`config.mk`:
```
export PLATFORM = sky130hd
export DESIGN_NAME = escape_sequence_decoder
export DESIGN_NICKNAME = d
export VERILOG_FILES = /design/src/hw/rtl/esd_pkg.sv /design/src/hw/rtl/esd_decode.sv /design/src/hw/rtl/escape_sequence_decoder.sv
export VERILOG_INCLUDE_DIRS = /design/src /design/src/hw/rtl
export SDC_FILE = /design/constraint.sdc
export NUM_CORES = 1
export LEC_CHECK = 0
export ABC_AREA = 1
export BUFFER_PORTS_ARGS = -buffer_cell sky130_fd_sc_hd__clkbuf_2
export CAP_MARGIN = 20
export CORE_MARGIN = 2
export CORE_UTILIZATION = 53
export CTS_CLUSTER_SIZE = 16
export DETAILED_ROUTE_END_ITERATION = 12
export PLACE_DENSITY_LB_ADDON = 0.08
export SLEW_MARGIN = 5
export SYNTH_ARGS = -nofsm -noshare
export SYNTH_HDL_FRONTEND = slang
export SYNTH_SLANG_ARGS = --single-unit
```
`constraint.sdc`:
```
create_clock -name clk -period 2.6 [get_ports clk]
set_clock_uncertainty 0.1 [all_clocks]
set_input_delay 0.52 -clock clk [delete_from_list [all_inputs] [get_ports clk]]
set_output_delay 0.52 -clock clk [all_outputs]
set_load 0.01 [all_outputs]
```
`src/hw/rtl/assert_macros.svh`:
```
// ----------------------------------------------------------------------------
// Assertion macros
// Shared concurrent assertion helpers, clocked on clk with rst_n as disable.
// ----------------------------------------------------------------------------
`ifndef ASSERT_MACROS_SVH
`define ASSERT_MACROS_SVH

// Hold prop at every rising edge outside reset.
`define ASSERT_ALWAYS(label, prop, msg) \
    label: assert property (@(posedge clk) disable iff (!rst_n) (prop)) else $error(msg);

// Require cons on the edge after ante.
`define ASSERT_NEXT(label, ante, cons, msg) \
    label: assert property (@(posedge clk) disable iff (!rst_n) (ante) |=> (cons)) \
        else $error(msg);

`endif

```
`src/hw/rtl/esd_pkg.sv`:
```
// ----------------------------------------------------------------------------
// esd_pkg
// Types and character constants for the escape sequence decoder.
// ----------------------------------------------------------------------------
package esd_pkg;

    localparam logic [15:0] CH_BACKSLASH = 16'h005C;
    localparam logic [15:0] CH_X         = 16'h0078;
    localparam logic [15:0] CH_0         = 16'h0030;
    localparam logic [15:0] CH_7         = 16'h0037;

    typedef enum logic [2:0] {
        MODE_NORMAL,
        MODE_BACKSLASH,
        MODE_HEX,
        MODE_OCT,
        MODE_PASS
    } mode_t;

    typedef struct packed {
        logic [15:0] code_unit;
        logic        end_of_string;
    } in_item_t;

    typedef struct packed {
        logic [15:0] out_char;
        logic        out_valid;
        logic        out_last;
    } res_item_t;

    typedef struct packed {
        mode_t      mode;
        logic [1:0] digit_count;
        logic [8:0] digit_accumulator;
    } dec_state_t;

    typedef struct packed {
        res_item_t  first;
        res_item_t  second;
        logic [1:0] count;
    } dec_result_t;

endpackage

```
`src/hw/rtl/esd_decode.sv`:
```
// ----------------------------------------------------------------------------
// esd_decode
// Single-word decode step: next decoder state and up to two result words.
// ----------------------------------------------------------------------------
module esd_decode
    import esd_pkg::*;
(
    input  in_item_t    item,
    input  dec_state_t  state,
    output dec_state_t  state_next,
    output dec_result_t result
);

    function automatic logic [15:0] sext8(input logic [8:0] acc);
        sext8 = {{8{acc[7]}}, acc[7:0]};
    endfunction

    logic [15:0] c;
    logic        hex_hit;
    logic [3:0]  hex_val;
    logic        oct_hit;
    logic        single_hit;
    logic [15:0] single_val;
    logic [8:0]  hex_acc;
    logic [8:0]  oct_acc;

    assign c       = item.code_unit;
    assign oct_hit = (c >= CH_0) && (c <= CH_7);
    assign hex_acc = {state.digit_accumulator[4:0], hex_val};
    assign oct_acc = {state.digit_accumulator[5:0], c[2:0]};

    always_comb
    begin
        hex_hit = 1'b1;
        hex_val = c[3:0];
        if (c >= 16'h0030 && c <= 16'h0039)
        begin
            hex_val = c[3:0];
        end
        else if ((c >= 16'h0061 && c <= 16'h0066) || (c >= 16'h0041 && c <= 16'h0046))
        begin
            hex_val = 4'(c[3:0] + 4'd9);
        end
        else
        begin
            hex_hit = 1'b0;
        end
    end

    always_comb
    begin
        single_hit = 1'b1;
        case (c)
            16'h0061: single_val = 16'd7;
            16'h0062: single_val = 16'd8;
            16'h0066: single_val = 16'd12;
            16'h006E: single_val = 16'd10;
            16'h0072: single_val = 16'd13;
            16'h0074: single_val = 16'd9;
            16'h0076: single_val = 16'd11;
            16'h005C: single_val = 16'd92;
            16'h0027: single_val = 16'd39;
            16'h0022: single_val = 16'd34;
            default:
            begin
                single_val = 16'd0;
                single_hit = 1'b0;
            end
        endcase
    end

    always_comb
    begin
        logic        a_en;
        logic [15:0] a_ch;
        logic        b_en;
        logic        c_en;
        logic [15:0] c_ch;
        logic        plain;
        dec_state_t  s;

        a_en  = 1'b0;
        a_ch  = 16'd0;
        b_en  = 1'b0;
        c_en  = 1'b0;
        c_ch  = 16'd0;
        plain = 1'b0;
        s     = state;

        // mode step
        case (state.mode)
            MODE_BACKSLASH:
            begin
                if (single_hit)
                begin
                    a_en   = 1'b1;
                    a_ch   = single_val;
                    s.mode = MODE_NORMAL;
                end
                else if (c == CH_X)
                begin
                    s.mode              = MODE_HEX;
                    s.digit_count       = 2'd0;
                    s.digit_accumulator = 9'd0;
                end
                else if (oct_hit)
                begin
                    s.mode              = MODE_OCT;
                    s.digit_count       = 2'd1;
                    s.digit_accumulator = {6'd0, c[2:0]};
                end
                else
                begin
                    a_en   = 1'b1;
                    a_ch   = c;
                    s.mode = MODE_PASS;
                end
            end
            MODE_HEX:
            begin
                if (hex_hit && state.digit_count < 2'd2)
                begin
                    s.digit_accumulator = hex_acc;
                    s.digit_count       = 2'(state.digit_count + 2'd1);
                    if (s.digit_count == 2'd2)
                    begin
                        a_en   = 1'b1;
                        a_ch   = sext8(hex_acc);
                        s.mode = MODE_NORMAL;
                    end
                end
                else
                begin
                    a_en  = 1'b1;
                    a_ch  = sext8(state.digit_accumulator);
                    plain = 1'b1;
                end
            end
            MODE_OCT:
            begin
                if (oct_hit && state.digit_count < 2'd3)
                begin
                    s.digit_accumulator = oct_acc;
                    s.digit_count       = 2'(state.digit_count + 2'd1);
                    if (s.digit_count == 2'd3)
                    begin
                        a_en   = 1'b1;
                        a_ch   = sext8(oct_acc);
                        s.mode = MODE_NORMAL;
                    end
                end
                else
                begin
                    a_en  = 1'b1;
                    a_ch  = sext8(state.digit_accumulator);
                    plain = 1'b1;
                end
            end
            MODE_PASS:
            begin
                a_en = 1'b1;
                a_ch = c;
            end
            default:
            begin
                plain = 1'b1;
            end
        endcase

        // plain text handling of the current word
        if (plain)
        begin
            if (c == CH_BACKSLASH)
            begin
                s.mode = MODE_BACKSLASH;
            end
            else
            begin
                b_en   = 1'b1;
                s.mode = MODE_NORMAL;
            end
        end

        // string end: flush a pending numeric escape, clear state
        if (item.end_of_string)
        begin
            if (s.mode == MODE_HEX || s.mode == MODE_OCT)
            begin
                c_en = 1'b1;
                c_ch = sext8(s.digit_accumulator);
            end
            s.mode              = MODE_NORMAL;
            s.digit_count       = 2'd0;
            s.digit_accumulator = 9'd0;
        end

        // compact the candidates into two slots
        result.first  = '0;
        result.second = '0;
        if (a_en)
        begin
            result.first = '{out_char: a_ch, out_valid: 1'b1, out_last: 1'b0};
            if (b_en)
            begin
                result.second = '{out_char: c, out_valid: 1'b1, out_last: 1'b0};
            end
            else if (c_en)
            begin
                result.second = '{out_char: c_ch, out_valid: 1'b1, out_last: 1'b0};
            end
        end
        else if (b_en)
        begin
            result.first = '{out_char: c, out_valid: 1'b1, out_last: 1'b0};
            if (c_en)
            begin
                result.second = '{out_char: c_ch, out_valid: 1'b1, out_last: 1'b0};
            end
        end
        else if (c_en)
        begin
            result.first = '{out_char: c_ch, out_valid: 1'b1, out_last: 1'b0};
        end
        result.count = 2'({1'b0, a_en} + {1'b0, b_en} + {1'b0, c_en});

        if (item.end_of_string)
        begin
            if (result.count == 2'd0)
            begin
                // empty end marker
                result.count = 2'd1;
            end
            if (result.count == 2'd2)
            begin
                result.second.out_last = 1'b1;
            end
            else
            begin
                result.first.out_last = 1'b1;
            end
        end

        state_next = s;
    end

endmodule

```
`src/hw/rtl/escape_sequence_decoder.sv`:
```
// ----------------------------------------------------------------------------
// escape_sequence_decoder
// Streaming C escape decoder: one 16-bit code unit in, zero to two
// decoded characters out, with an empty end marker where a string
// closes without output.
// ----------------------------------------------------------------------------
//
//  channel | handshake            | word        | contents
//  --------+----------------------+-------------+--------------------------------
//  input   | in_valid / in_ready  | in_data     | code_unit, end_of_string
//  result  | res_valid / res_ready| res_data    | out_char, out_valid, out_last
//
// A code unit is decoded in the cycle it is accepted and its results are
// written into a two-word result buffer; res_data shows the head word.
// One input word per cycle while res_ready is high and each word yields at
// most one result; a word that yields two results holds off the next input
// until its first word drains; the result port drains one word per cycle.
// in_ready rises when the buffer will be empty after this cycle's drain.
// Reset returns the decoder to plain text mode and empties the buffer.
// A stalled result port holds the buffer and, while any word waits in it,
// the input.
//
module escape_sequence_decoder
    import esd_pkg::*;
(
    input  logic      clk,
    input  logic      rst_n,
    input  logic      in_valid,
    output logic      in_ready,
    input  in_item_t  in_data,
    output logic      res_valid,
    input  logic      res_ready,
    output res_item_t res_data
);

`include "assert_macros.svh"

    // decoder state
    dec_state_t  state_reg;
    dec_state_t  state_next;
    dec_state_t  dec_state;
    dec_result_t dec_result;

    // result buffer: slot0 is the head
    res_item_t   slot0_reg;
    res_item_t   slot0_next;
    res_item_t   slot1_reg;
    res_item_t   slot1_next;
    logic [1:0]  fill_reg;
    logic [1:0]  fill_next;

    logic        in_fire;
    logic        res_fire;

    esd_decode u_decode (
        .item       (in_data),
        .state      (state_reg),
        .state_next (dec_state),
        .result     (dec_result)
    );

    assign res_valid = (fill_reg != 2'd0);
    assign res_data  = slot0_reg;
    assign res_fire  = res_valid && res_ready;

    // accept only when the buffer is empty after this cycle's drain
    assign in_ready  = (fill_reg == 2'd0) || ((fill_reg == 2'd1) && res_ready);
    assign in_fire   = in_valid && in_ready;

    always_comb
    begin
        state_next = state_reg;
        slot0_next = slot0_reg;
        slot1_next = slot1_reg;
        fill_next  = fill_reg;
        if (in_fire)
        begin
            // load the decoded words over the drained buffer
            state_next = dec_state;
            slot0_next = dec_result.first;
            slot1_next = dec_result.second;
            fill_next  = dec_result.count;
        end
        else if (res_fire)
        begin
            // advance the second word to the head
            slot0_next = slot1_reg;
            fill_next  = 2'(fill_reg - 2'd1);
        end
    end

    always_ff @(posedge clk or negedge rst_n)
    begin
        if (!rst_n)
        begin
            state_reg <= '{mode: MODE_NORMAL, digit_count: 2'd0, digit_accumulator: 9'd0};
            fill_reg  <= 2'd0;
        end
        else
        begin
            state_reg <= state_next;
            fill_reg  <= fill_next;
        end
    end

    always_ff @(posedge clk)
    begin
        slot0_reg <= slot0_next;
        slot1_reg <= slot1_next;
    end

    // the buffer never holds more than two words
    `ASSERT_ALWAYS(a_fill_bound, fill_reg != 2'd3, "result buffer over-filled")

    // an empty end marker always closes its string
    `ASSERT_ALWAYS(a_marker_last, !res_valid || res_data.out_valid || res_data.out_last,
        "empty end marker without last flag")

    // the head of a two-word pair never closes the string
    `ASSERT_ALWAYS(a_pair_head, (fill_reg != 2'd2) || !slot0_reg.out_last,
        "last flag on the first of two words")

    // a string end leaves a closing word at the tail of the buffer
    `ASSERT_NEXT(a_eos_last, in_fire && in_data.end_of_string,
        res_valid && ((fill_reg == 2'd1) ? slot0_reg.out_last : slot1_reg.out_last),
        "string end without a closing word")

endmodule

```
==> impl_metrics.json <==
{
  "clk_path_buf_depth": 2,
  "crit_type": "in -> reg",
  "pre_cts_ws_ps": -436.7,
  "leakage_nw": 3.090,
  "worstSetupStartpointType": "input port",
  "power.total_mw": 5.092,
  "die_area_um2": 8989,
  "synth_most_common_cell": "nand2_1",
  "max_slew_margin": 0.6288,
  "grt_overflow": 0,
  "cts_tree": "yes",
  "antenna_cells": 0,
  "final_area_um2": 6202,
  "hold_buffers": 0,
  "multi_input_area_um2": 2841,
  "nets": 853,
  "rsz0062_at_grt": "true",
  "report.final.setup_viol": 4,
  "busiest_layer": "met2",
  "synth.cell_area_um2": 4370,
  "via_per_inst": 5.651,
  "synthDistinctLibCells": 45,
  "grt_use_met3": 0.03352,
  "wl_um": 15700,
  "synth_top_area_frac": 0.2474,
  "dieHeight_um": 94.81,
  "ios": 41,
  "slew_violations": 0,
  "initialDrtViolationCount": 568,
  "antenna_found_initial": 0,
  "synthCells": 643,
  "clockRootBuffer": "clkbuf_8",
  "worst_pin_slew_ps": 554.8,
  "max_clock_freq_mhz": 371.6,
  "register_area_um2": 1456,
  "stdcell_count": 928,
  "synth-edff-count": 36,
  "syn_nets": 674,
  "hp-class": "in -> async",
  "cts_buffers": 5,
  "layout-drive-gt1-share": 0.3718,
  "ys_ff_latch": 51,
  "run_status": "complete, but fails checks",
  "final.setup.tns_ps": -113.6,
  "placed_cells": 907,
  "clkLatencyLatePin_ps": 310,
  "grt_pass1_vias": 4811,
  "cp.required_ps": 2570,
  "placed_cell_area_um2": 5708,
  "syn2layout_area_growth_pct": 41.91,
  "endpoint_kind": "flop",
  "async_flop_share": 0.2941,
  "whs_ps": 39.60,
  "clock_sinks": 51,
  "worstPathMaxFanout": 5,
  "synth_top_cell_by_area": "edfxtp_1",
  "dr.pass1.iters": 7,
  "hold_violations": 0,
  "powerDensity_nw_per_um2": 821.0,
  "rows": 33,
  "met1_usage": 0.4619,
  "numPortBuffers": 40,
  "grtUsageTotal": 0.3370,
  "ys_top_cells_by_area": "edfxtp_1, nand2_1, nand3_1, dfrtp_1, nor2_1",
  "postRouteAntennaNets": 0,
  "synthTopCellsByCount": "nand2_1, nand3_1, nor2_1",
  "fp.coreArea_um2": 8093,
  "via_count": 5244,
  "gr-usage-met2": 0.5567,
  "grt_pass1_wl_um": 23510,
  "ys_warn_count": 0,
  "cts_max_level": 2,
  "die_x_um": 94.81,
  "violations": "setup timing",
  "maxCapViolations": 0,
  "fin_crit_sh": 1.035,
  "final_core_util": 0.7664,
  "hpwl_um": 11720,
  "grt_max_degree": 23,
  "routedWlPerCell_um": 16.92,
  "ir_drop_mv": 0.5599,
  "gp_congestion": 0.9976,
  "route.detailed.drc": 0,
  "start_util": 0.5400,
  "cts.clk_slew.worst_paths_ps": 110,
  "final.min_clock_period_ps": 2691,
  "synth-seq-area-share": 0.3332,
  "crit_arrival_ps": 2660,
  "synth_flop_cell": "edfxtp_1",
  "worst_slack_ps": -90.94,
  "syn_avg_cell_area_um2": 6.797,
  "fillers": 635
}
-- critical path: stages --
cell and delay (ps):
buf_2 150, nand2_1 170, nand3_1 130, a21oi_1 230, nand3_2 150, nand3_4 110
nand2_4 70, nand2_4 70, nand2_2 50, nor2_2 90, nand2_2 70, inv_2 50
nand3_2 60, fa_1 530, nand2_1 80, nand2_1 60, o21ai_1 70
-- kinds of logic after synthesis --
family | Yosys count | share of synthesized area
adders and majority gates | 10 | 0.03035
xor gates and xnor gates | 2 | 0.004009
AOI/OAI and AO/OA | 73 | 0.09562
DFF | 51 | 0.3332
and+or+nand+nor | 422 | 0.4483
buffers and inverters | 85 | 0.08846
-- final timing paths --
path / startpoint / end / slack (ps) / depth (start not counted)
min in group clk: slot1_reg[13] / res_data[13] / 430 / 2
min reg2reg: slot1_reg[13] / res_data[13] / 430 / 2
max: in_data[3] / res_data[0] / -90 / 17
max in group asynchronous: rst_n / state_reg[7] / 2010 / 1
min: rst_n / fill_reg[1] / 40 / 1
max reg2reg: state_reg[10] / res_data[0] / 60 / 14
-- placed cells by master, fill, tap and decap left out, types with 12 or more instances in the layout --
| cell type | n |
|---|---|
| a21oi_1 | 22 |
| buf_4 | 139 |
| clkbuf_2 | 33 |
| dfrtp_1 | 15 |
| edfxtp_1 | 36 |
| inv_1 | 45 |
| inv_2 | 13 |
| nand2_1 | 208 |
| nand2_2 | 20 |
| nand3_1 | 74 |
| nand4_1 | 13 |
| nor2_1 | 50 |
| nor2_4 | 12 |
| o21ai_0 | 19 |
-- report_power, final --
| group | switching [mW] | leakage [nW] | internal [mW] | total (mW) |
|---|---|---|---|---|
| Clock | 0.303 | 0.0581 | 0.288 | 0.590 |
| Combinational | 1.88 | 2.48 | 1.20 | 3.08 |
| Sequential | 0.110 | 0.554 | 1.31 | 1.42 |
| Total | 2.30 | 3.09 | 2.79 | 5.09 |
-- final cells by class --
| cell class | count | share of cell area |
|---|---|---|
| Multi-Input combinational cell | 510 | 0.4581 |
| Tap cell | 105 | 0.02118 |
| Clock inverter | 3 | 0.007061 |
| Inverter | 68 | 0.04479 |
| Sequential cell | 51 | 0.2348 |
| Clock buffer | 5 | 0.01110 |
| Timing Repair Buffer | 186 | 0.2229 |
-- per-layer routing --
layer	part of all wire	up-vias
met1	0.41	2387
met3	0.079	63
met2	0.47	303
met5	0	-
met4	0.041	0
li1	-	2491
-- repair_timing --
action / 4_1_cts / 5_1_grt
endpoints found under the setup margin: 7 / 37
cloned: 0 / 3
pin swaps: 5 / 22
hold endpoints to repair: 0 / 0
buffers inserted: 1 / 9
gates resized for setup: 14 / 65
Note: power is estimated with default switching activity, not from simulation.
